### src/hw/rtl/rhnd_pkg.sv
`default_nettype none

package rhnd_pkg;

	// result status codes
	typedef enum logic [1:0] {
		ST_NORMAL      = 2'd0,
		ST_END_MARKER  = 2'd1,
		ST_UNSUPPORTED = 2'd2,
		ST_TRUNCATED   = 2'd3
	} status_t;

	// rtp and nal header constants
	localparam logic [18:0] RTP_FIXED_LEN  = 19'd12;
	localparam logic [4:0]  NAL_FU_A       = 5'd28;
	localparam logic [4:0]  NAL_VCL_MAX    = 5'd5;
	localparam logic [4:0]  NAL_SINGLE_MAX = 5'd23;
	localparam int          FU_START_BIT   = 7;

	// commands from the controller to the datapath
	typedef struct packed {
		logic pkt_byte;
		logic tbl_wr;
		logic clr_wr;
		logic rd_en;
		logic addr_clr;
		logic addr_inc;
		logic acc_clr;
		logic out_load;
	} rhnd_cmd_t;

endpackage

`default_nettype wire

### src/hw/rtl/rhnd_parser.sv
`default_nettype none

module rhnd_parser (
	input  wire logic              clk,
	input  wire logic              arst_n,
	input  wire rhnd_pkg::rhnd_cmd_t cmd,
	input  wire logic [7:0]        data_byte,
	input  wire logic              last_byte,
	output logic                   need_match,
	output rhnd_pkg::status_t      status_q,
	output logic [31:0]            nal_counter_q
);

	typedef enum logic [2:0] {
		PH_FIXED   = 3'd0,
		PH_EXTHDR  = 3'd1,
		PH_NALHDR  = 3'd2,
		PH_FUHDR   = 3'd3,
		PH_DONE    = 3'd4,
		PH_EXTBODY = 3'd5,
		PH_EXTLEN  = 3'd6
	} phase_t;

	phase_t      phase_q, phase_n;
	logic [16:0] idx_q;
	logic [18:0] hl_q, hl_n, hl_fixed;
	logic        ext_q, ext_n;
	logic [4:0]  pt_q, pt_n;
	logic [31:0] cnt_n;
	logic        bump;
	logic [18:0] idx_p1;
	rhnd_pkg::status_t status_d;

	assign idx_p1   = 19'({1'b0, idx_q} + 18'd1);
	assign hl_fixed = rhnd_pkg::RTP_FIXED_LEN + {13'd0, data_byte[3:0], 2'b00};

	// header walk for one byte
	always_comb begin
		phase_n = phase_q;
		hl_n    = hl_q;
		ext_n   = ext_q;
		pt_n    = pt_q;
		bump    = 1'b0;
		case (phase_q)
			PH_FIXED: begin
				if (idx_q == 17'd0) begin
					ext_n = data_byte[4];
					hl_n  = hl_fixed;
				end
				if (idx_p1 == hl_n) begin
					phase_n = ext_n ? PH_EXTHDR : PH_NALHDR;
				end
			end
			PH_EXTHDR: begin
				if ({3'd0, idx_q} == ({1'b0, hl_q} + 20'd2)) begin
					hl_n    = hl_q + {1'b0, data_byte, 10'd0};
					phase_n = PH_EXTLEN;
				end
			end
			PH_EXTLEN: begin
				hl_n    = hl_q + {9'd0, data_byte, 2'b00} + 19'd4;
				phase_n = PH_EXTBODY;
				if (idx_p1 == hl_n) begin
					phase_n = PH_NALHDR;
				end
			end
			PH_EXTBODY: begin
				if (idx_p1 == hl_q) begin
					phase_n = PH_NALHDR;
				end
			end
			PH_NALHDR: begin
				pt_n = data_byte[4:0];
				if (pt_n == rhnd_pkg::NAL_FU_A) begin
					phase_n = PH_FUHDR;
				end else begin
					bump    = (pt_n != 5'd0) && (pt_n <= rhnd_pkg::NAL_VCL_MAX);
					phase_n = PH_DONE;
				end
			end
			PH_FUHDR: begin
				bump = data_byte[rhnd_pkg::FU_START_BIT] && (data_byte[4:0] != 5'd0)
					&& (data_byte[4:0] <= rhnd_pkg::NAL_VCL_MAX);
				phase_n = PH_DONE;
			end
			default: begin
			end
		endcase
	end

	// saturating nal counter
	assign cnt_n = (bump && (nal_counter_q != 32'hFFFF_FFFF)) ?
		nal_counter_q + 32'd1 : nal_counter_q;

	// packet status at its final byte
	always_comb begin
		if (phase_n == PH_NALHDR) begin
			status_d = rhnd_pkg::ST_END_MARKER;
		end else if (phase_n == PH_DONE) begin
			if (((pt_n != 5'd0) && (pt_n <= rhnd_pkg::NAL_SINGLE_MAX))
					|| (pt_n == rhnd_pkg::NAL_FU_A)) begin
				status_d = rhnd_pkg::ST_NORMAL;
			end else begin
				status_d = rhnd_pkg::ST_UNSUPPORTED;
			end
		end else begin
			status_d = rhnd_pkg::ST_TRUNCATED;
		end
	end

	assign need_match = (status_d == rhnd_pkg::ST_NORMAL);

	// parser state
	always_ff @(posedge clk or negedge arst_n) begin
		if (!arst_n) begin
			phase_q       <= PH_FIXED;
			idx_q         <= 17'd0;
			hl_q          <= rhnd_pkg::RTP_FIXED_LEN;
			ext_q         <= 1'b0;
			pt_q          <= 5'd0;
			nal_counter_q <= 32'd0;
			status_q      <= rhnd_pkg::ST_NORMAL;
		end else if (cmd.pkt_byte) begin
			nal_counter_q <= cnt_n;
			if (last_byte) begin
				status_q <= status_d;
				phase_q  <= PH_FIXED;
				idx_q    <= 17'd0;
				hl_q     <= rhnd_pkg::RTP_FIXED_LEN;
				ext_q    <= 1'b0;
				pt_q     <= 5'd0;
			end else begin
				phase_q <= phase_n;
				hl_q    <= hl_n;
				ext_q   <= ext_n;
				pt_q    <= pt_n;
				if (idx_q != 17'h1FFFF) begin
					idx_q <= idx_q + 17'd1;
				end
			end
		end
	end

endmodule

`default_nettype wire

### src/hw/rtl/rhnd_drop_table.sv
`default_nettype none

module rhnd_drop_table #(
	parameter int TABLE_DEPTH = 64
) (
	input  wire logic              clk,
	input  wire logic              arst_n,
	input  wire rhnd_pkg::rhnd_cmd_t cmd,
	input  wire logic [5:0]        entry_index,
	input  wire logic [31:0]       entry_value,
	input  wire logic              entry_valid,
	input  wire logic [31:0]       nal_counter,
	output logic                   addr_last,
	output logic                   hit_q
);

	localparam int IW = (TABLE_DEPTH > 1) ? $clog2(TABLE_DEPTH) : 1;
	localparam int XW = (IW > 6) ? IW : 6;

	logic [32:0]   mem [TABLE_DEPTH];
	logic [IW-1:0] addr_q;
	logic [XW-1:0] slot_ext;
	logic          slot_ok;
	logic          we;
	logic [IW-1:0] waddr;
	logic [32:0]   wdata;
	logic [32:0]   rd_word_s1;
	logic          rd_valid_s1;

	assign slot_ext  = XW'(entry_index);
	assign slot_ok   = (32'(entry_index) < TABLE_DEPTH);
	assign addr_last = (addr_q == IW'(TABLE_DEPTH - 1));

	// write port: clearing pass or entry load
	assign we    = cmd.clr_wr || (cmd.tbl_wr && slot_ok);
	assign waddr = cmd.clr_wr ? addr_q : slot_ext[IW-1:0];
	assign wdata = cmd.clr_wr ? 33'd0 : {entry_valid, entry_value};

	// table memory
	always_ff @(posedge clk) begin
		if (we) begin
			mem[waddr] <= wdata;
		end
		if (cmd.rd_en) begin
			rd_word_s1 <= mem[addr_q];
		end
	end

	// sweep address counter
	always_ff @(posedge clk or negedge arst_n) begin
		if (!arst_n) begin
			addr_q <= '0;
		end else if (cmd.addr_clr || (cmd.addr_inc && addr_last)) begin
			addr_q <= '0;
		end else if (cmd.addr_inc) begin
			addr_q <= addr_q + IW'(1);
		end
	end

	// match accumulation over the scan
	always_ff @(posedge clk or negedge arst_n) begin
		if (!arst_n) begin
			rd_valid_s1 <= 1'b0;
			hit_q       <= 1'b0;
		end else begin
			rd_valid_s1 <= cmd.rd_en;
			if (cmd.acc_clr) begin
				hit_q <= 1'b0;
			end else if (rd_valid_s1 && rd_word_s1[32] && (rd_word_s1[31:0] == nal_counter)) begin
				hit_q <= 1'b1;
			end
		end
	end

	we_not_during_scan: assert property (@(posedge clk) disable iff (!arst_n)
		cmd.rd_en |-> !we)
		else $error("table written during scan");

endmodule

`default_nettype wire

### src/hw/rtl/rhnd_ctrl.sv
`default_nettype none

module rhnd_ctrl (
	input  wire logic              clk,
	input  wire logic              arst_n,
	input  wire logic              in_valid,
	output logic                   in_stall,
	input  wire logic              kind,
	input  wire logic              last_byte,
	output logic                   out_valid,
	input  wire logic              out_stall,
	input  wire logic              need_match,
	input  wire logic              addr_last,
	output rhnd_pkg::rhnd_cmd_t    cmd
);

	typedef enum logic [2:0] {
		S_CLEAR  = 3'd0,
		S_IDLE   = 3'd1,
		S_SCAN   = 3'd2,
		S_DRAIN  = 3'd3,
		S_RESULT = 3'd4
	} state_t;

	state_t state_q;
	logic   in_stall_q;
	logic   out_valid_q;
	logic   accept;
	logic   accept_last;
	logic   out_free;

	assign accept      = in_valid && !in_stall_q;
	assign accept_last = accept && !kind && last_byte;
	assign out_free    = !out_valid_q || !out_stall;
	assign in_stall    = in_stall_q;
	assign out_valid   = out_valid_q;

	// datapath commands
	always_comb begin
		cmd          = '0;
		cmd.pkt_byte = accept && !kind;
		cmd.tbl_wr   = accept && kind;
		cmd.clr_wr   = (state_q == S_CLEAR);
		cmd.rd_en    = (state_q == S_SCAN);
		cmd.addr_inc = (state_q == S_CLEAR) || (state_q == S_SCAN);
		cmd.addr_clr = accept_last;
		cmd.acc_clr  = accept_last;
		cmd.out_load = (state_q == S_RESULT) && out_free;
	end

	// sequencer
	always_ff @(posedge clk or negedge arst_n) begin
		if (!arst_n) begin
			state_q     <= S_CLEAR;
			in_stall_q  <= 1'b1;
			out_valid_q <= 1'b0;
		end else begin
			// output register holds its result until taken
			out_valid_q <= cmd.out_load || (out_valid_q && out_stall);
			case (state_q)
				S_CLEAR: begin
					if (addr_last) begin
						state_q    <= S_IDLE;
						in_stall_q <= 1'b0;
					end
				end
				S_IDLE: begin
					if (accept_last) begin
						in_stall_q <= 1'b1;
						if (need_match) begin
							state_q <= S_SCAN;
						end else begin
							state_q <= S_RESULT;
						end
					end
				end
				S_SCAN: begin
					if (addr_last) begin
						state_q <= S_DRAIN;
					end
				end
				S_DRAIN: begin
					state_q <= S_RESULT;
				end
				S_RESULT: begin
					if (out_free) begin
						state_q    <= S_IDLE;
						in_stall_q <= 1'b0;
					end
				end
				default: begin
					state_q    <= S_IDLE;
					in_stall_q <= 1'b0;
				end
			endcase
		end
	end

	result_held: assert property (@(posedge clk) disable iff (!arst_n)
		(out_valid && out_stall) |=> out_valid)
		else $error("stalled result dropped");

	load_sets_valid: assert property (@(posedge clk) disable iff (!arst_n)
		cmd.out_load |=> out_valid)
		else $error("loaded result not offered");

	direct_result: assert property (@(posedge clk) disable iff (!arst_n)
		(accept_last && !need_match) |=> (in_stall && !cmd.rd_en))
		else $error("non-matching packet started a scan");

	scan_before_result: assert property (@(posedge clk) disable iff (!arst_n)
		(accept_last && need_match) |=> (in_stall && cmd.rd_en))
		else $error("table scan did not start");

endmodule

`default_nettype wire

### src/hw/rtl/rtp_h264_nal_drop_classifier_core.sv
// channel   direction  handshake            payload
// request   in         in_valid / in_stall  kind, data_byte, last_byte,
//                                           entry_index, entry_value, entry_valid
// result    out        out_valid / out_stall classify, status, nal_number
//
// one packet byte or one table write per cycle while the input is open
// final byte of a normally parsed packet starts a scan of the drop table, one entry
// per cycle through its single read port; in_stall stays high through the scan, drain
// and result states, and the result enters the output register once that register is free
// any other final byte skips the scan and goes straight to the result state
// after reset a clearing pass over every table entry holds in_stall high
// a result waiting in the output register stalls the input only at the next final byte
`default_nettype none

module rtp_h264_nal_drop_classifier_core #(
	parameter int TABLE_DEPTH = 64
) (
	input  wire logic        clk,
	input  wire logic        arst_n,
	input  wire logic        in_valid,
	output logic             in_stall,
	input  wire logic        kind,
	input  wire logic [7:0]  data_byte,
	input  wire logic        last_byte,
	input  wire logic [5:0]  entry_index,
	input  wire logic [31:0] entry_value,
	input  wire logic        entry_valid,
	output logic             out_valid,
	input  wire logic        out_stall,
	output logic             classify,
	output logic [1:0]       status,
	output logic [31:0]      nal_number
);

	rhnd_pkg::rhnd_cmd_t cmd;
	rhnd_pkg::status_t   status_q;
	logic                need_match;
	logic                addr_last;
	logic                hit_q;
	logic [31:0]         nal_counter_q;
	logic                res_cls_q;
	rhnd_pkg::status_t   res_status_q;
	logic [31:0]         res_num_q;

	rhnd_ctrl u_ctrl (
		.clk        (clk),
		.arst_n     (arst_n),
		.in_valid   (in_valid),
		.in_stall   (in_stall),
		.kind       (kind),
		.last_byte  (last_byte),
		.out_valid  (out_valid),
		.out_stall  (out_stall),
		.need_match (need_match),
		.addr_last  (addr_last),
		.cmd        (cmd)
	);

	rhnd_parser u_parser (
		.clk           (clk),
		.arst_n        (arst_n),
		.cmd           (cmd),
		.data_byte     (data_byte),
		.last_byte     (last_byte),
		.need_match    (need_match),
		.status_q      (status_q),
		.nal_counter_q (nal_counter_q)
	);

	rhnd_drop_table #(
		.TABLE_DEPTH (TABLE_DEPTH)
	) u_table (
		.clk         (clk),
		.arst_n      (arst_n),
		.cmd         (cmd),
		.entry_index (entry_index),
		.entry_value (entry_value),
		.entry_valid (entry_valid),
		.nal_counter (nal_counter_q),
		.addr_last   (addr_last),
		.hit_q       (hit_q)
	);

	// output register, loaded once per packet result
	always_ff @(posedge clk or negedge arst_n) begin
		if (!arst_n) begin
			res_cls_q    <= 1'b0;
			res_status_q <= rhnd_pkg::ST_NORMAL;
			res_num_q    <= 32'd0;
		end else if (cmd.out_load) begin
			res_cls_q    <= hit_q;
			res_status_q <= status_q;
			res_num_q    <= nal_counter_q;
		end
	end

	// result fields
	assign classify   = res_cls_q;
	assign status     = res_status_q;
	assign nal_number = res_num_q;

	no_hit_off_normal: assert property (@(posedge clk) disable iff (!arst_n)
		(out_valid && (status != rhnd_pkg::ST_NORMAL)) |-> !classify)
		else $error("classify set on a packet that was not parsed normally");

endmodule

`default_nettype wire

### config.mk
export PLATFORM = sky130hd
export DESIGN_NAME = rtp_h264_nal_drop_classifier_core
export DESIGN_NICKNAME = d
export VERILOG_FILES = /design/src/hw/rtl/rhnd_pkg.sv /design/src/hw/rtl/rhnd_parser.sv /design/src/hw/rtl/rhnd_drop_table.sv /design/src/hw/rtl/rhnd_ctrl.sv /design/src/hw/rtl/rtp_h264_nal_drop_classifier_core.sv
export SDC_FILE = /design/constraint.sdc
export NUM_CORES = 2
export LEC_CHECK = 0
export ABC_CLOCK_PERIOD_IN_PS = 3900
export BUFFER_PORTS_ARGS = -buffer_cell sky130_fd_sc_hd__buf_2
export CORE_UTILIZATION = 57
export DETAILED_ROUTE_END_ITERATION = 10
export GPL_ROUTABILITY_DRIVEN = 0
export PLACE_DENSITY = 0.74
export SETUP_SLACK_MARGIN = 0.05
export SYNTH_ARGS = -nofsm -noshare
export SYNTH_HDL_FRONTEND = slang
export SYNTH_SLANG_ARGS = --single-unit
### constraint.sdc
create_clock -name clk -period 3.9 [get_ports clk]
set_input_delay 0.78 -clock clk [delete_from_list [all_inputs] [get_ports clk]]
set_output_delay 0.78 -clock clk [all_outputs]
set_load 0.03 [all_outputs]
==> impl_metrics.tcl <==
set metrics [dict create \
    cp_data_arrival_time_ps 4510 \
    yosysTopAreaCell "edfxtp_1" \
    yosys_warnings 0 \
    syn2layout_area_growth_pct 14.1 \
    max_freq_mhz 266 \
    status "completed" \
    cap_violations 0 \
    final_layout_size_suffix_gt1_frac 0.336 \
    synthesis.nets 4320 \
    cts_tree "done" \
    synth_area_leaders "edfxtp_1 71%, mux4_2 17%, dfrtp_1 3.4%" \
    vdd.ir_drop.worst_mv 0.519 \
    ys_seq_area_frac 0.743 \
    crit_type "reg -> reg" \
    drtIter0Drc 6703 \
    avgSynthCellArea_um2 21.5 \
    die_w_um 401 \
    synthArstFlopShare 0.0559 \
    synth_commonest_cells "2145 x edfxtp_1, 693 x mux4_2, 167 x clkbuf_1, 152 x nor2_1, 124 x dfrtp_1" \
    rsz0062_at_grt "false" \
    maxSlewHeadroom 0.182 \
    worst_ep_required_time_ps 4650 \
    die_y_um 401 \
    grt_max_degree 97 \
    fin_skew_ps 52.0 \
    synth_area_um2 90900 \
    cts_sinks 2272 \
    num_vias 46400 \
    cellLeakagePower_nw 33.9 \
    synth_cell_type_count 98 \
    fin_crit_ps 3760 \
    post-route-period-util 0.965 \
    ant_nets 0 \
    gr-total-overflow 0 \
    clkTransAtPathRegs_ps 70 \
    first_global_vias 47200 \
    dp_cells 6487 \
    grt_pass1_wl_um 330000 \
    gr-usage-all-layers 0.285 \
    nets 4723 \
    ios 90 \
    avgRoutedWirePerCell_um 32.9 \
    synthCells 4232 \
    start_util 0.574 \
    finalSetupViolCount 0 \
    drt_first_pass_iters 8 \
    synth.most_common_cell "edfxtp_1" \
    hold_path.class "in -> async" \
    synth-main-ff-cell "edfxtp_1" \
    fp.dieArea_um2 161000 \
    fillers 9805 \
    synth_top_area_frac 0.708 \
    whs_ps 25.4 \
    htree_levels 4 \
    cts_root_buf "clkbuf_16" \
    critPathLaunchType "flip-flop" \
    antenna_found_initial 14 \
    wl_um 227000 \
    synth_edf_count 2145 \
    numPortBuffers 89 \
    multi_input_area_um2 23000 \
    cts_hold_buf 0 \
    path_max_fanout 14 \
    drc 0 \
    finalHoldViolations 0 \
    worst_pin_slew_ps 1220 \
    cts_buffers 210 \
    cts_buffer_depth 3 \
    fin_cells 6892 \
    rows 146 \
    dp_hpwl_um 130000 \
    vias_per_cell 6.74 \
    ys_seq_elements 2272 \
    insertion_delay_ps 850 \
    core_um2 158000 \
    seqCellArea_um2 67600 \
    slew_viol_final 0 \
    cp-end-kind "flip-flop" \
    power.density_nw_per_um2 691 \
]
critical path, cell delays in order (launching register included):
cell and delay [ps]:
dfrtp_1 400, buf_4 130, buf_4 160, inv_1 80
ha_1 200, nor4b_2 160, and4_2 280, buf_4 210
o221ai_1 180, a21boi_0 110, o32ai_1 410, nor4_4 110
a211oi_2 330, o211ai_1 170, or3_4 420, o41ai_2 320
final cells by class:
cell class                 count  area share
tap                         2072      0.0250
antenna                        3   0.0000724
timing repair buffer         424      0.0347
clock inverter               125      0.0115
multi-input combinational   1681       0.222
sequential                  2272       0.652
clock buffer                 269      0.0537
inverter                      46     0.00174
sequential cells by signal, summed over array words and instances, names as in the netlist:
signal                  flops
u_table.mem              2112
u_table.rd_word_s1         33
nal_number                 32
u_parser.nal_counter_q     32
u_parser.hl_q              19
u_parser.idx_q             17
u_table.addr_q              6
u_parser.pt_q               5
u_ctrl.state_q              3
u_parser.phase_q            3
status                      2
u_parser.status_q           2
classify                    1
u_ctrl.in_stall             1
u_ctrl.out_valid            1
u_parser.ext_q              1
u_table.hit_q               1
u_table.rd_valid_s1         1
placed cells by master, fill, tap and decap left out, types with 66 or more instances in the layout:
master,n
dfrtp_1,119
xnor2_1,92
buf_2,88
o21ai_0,67
nand2_1,121
mux4_2,693
buf_4,284
nor2_4,66
clkbuf_16,212
nor2_1,86
edfxtp_1,2145
final timing paths:
path / cells past startpoint / slack [ps] / start / end
min in group clk: 3 / 260 / out_stall / u_ctrl.out_valid
hold reg to reg: 2 / 500 / nal_number[20] / nal_number[20]
setup / recovery: 15 / 140 / u_parser.idx_q[0] / u_ctrl.state_q[1]
hold / removal: 1 / 30 / arst_n / u_parser.hl_q[8]
setup reg to reg: 15 / 140 / u_parser.idx_q[0] / u_ctrl.state_q[1]
max in group asynchronous: 2 / 2980 / arst_n / u_parser.nal_counter_q[19]
stage by stage:
stage | power (mW) | worst slack, ps | area [um^2] | setup TNS (ps) | util
5_1_grt | 73.7 | 11.4 | 104000 | 0 | 0.655
3_3_place_gp | 51.0 | -307 | 96700 | -795 | 0.611
6_report | 71.7 | 138 | 104000 | 0 | 0.655
4_1_cts | 71.7 | 65.0 | 104000 | 0 | 0.654
2_1_floorplan | 43.5 | -69.5 | 91000 | -16450 | -
3_5_place_dp | 51.3 | -429 | 96700 | -1600 | 0.611
layer usage:
layer  vias to the layer above  part of all wire  track usage
met3                       473              0.10       0.0624
met1                     24400              0.38        0.395
met4                         8             0.029       0.0845
met5                         -           0.00026            0
li1                      18600                 -            -
met2                      2984              0.49        0.461
power by group:
group          internal, mW  switching [mW]  leakage [nW]  total [mW]
clock                  11.3            8.98          3.27        20.2
sequential             29.5           0.629          21.4        30.2
combinational          9.45            11.8          9.15        21.3
total                  50.2            21.4          33.9        71.7
repair_timing:
action / 4_1_cts / 5_1_grt
resized for setup: 5 / 30
pin swaps: 7 / 20
buffers inserted: 1 / 8
endpoints found under the setup margin: 3 / 7
cell families (layout without fill, tap and decap cells):
kind of cell,Yosys count,after routing,share of synthesized area
flops,2272,2272,0.743
mux,735,735,0.177
simple gates,522,522,0.0294
buf+inv,279,864,0.0123
compound gates,259,259,0.0199
xor+xnor,130,130,0.0135
fa+ha+maj,35,35,0.00498
other cells,0,3,0
Power figures use the tool's default switching activity.
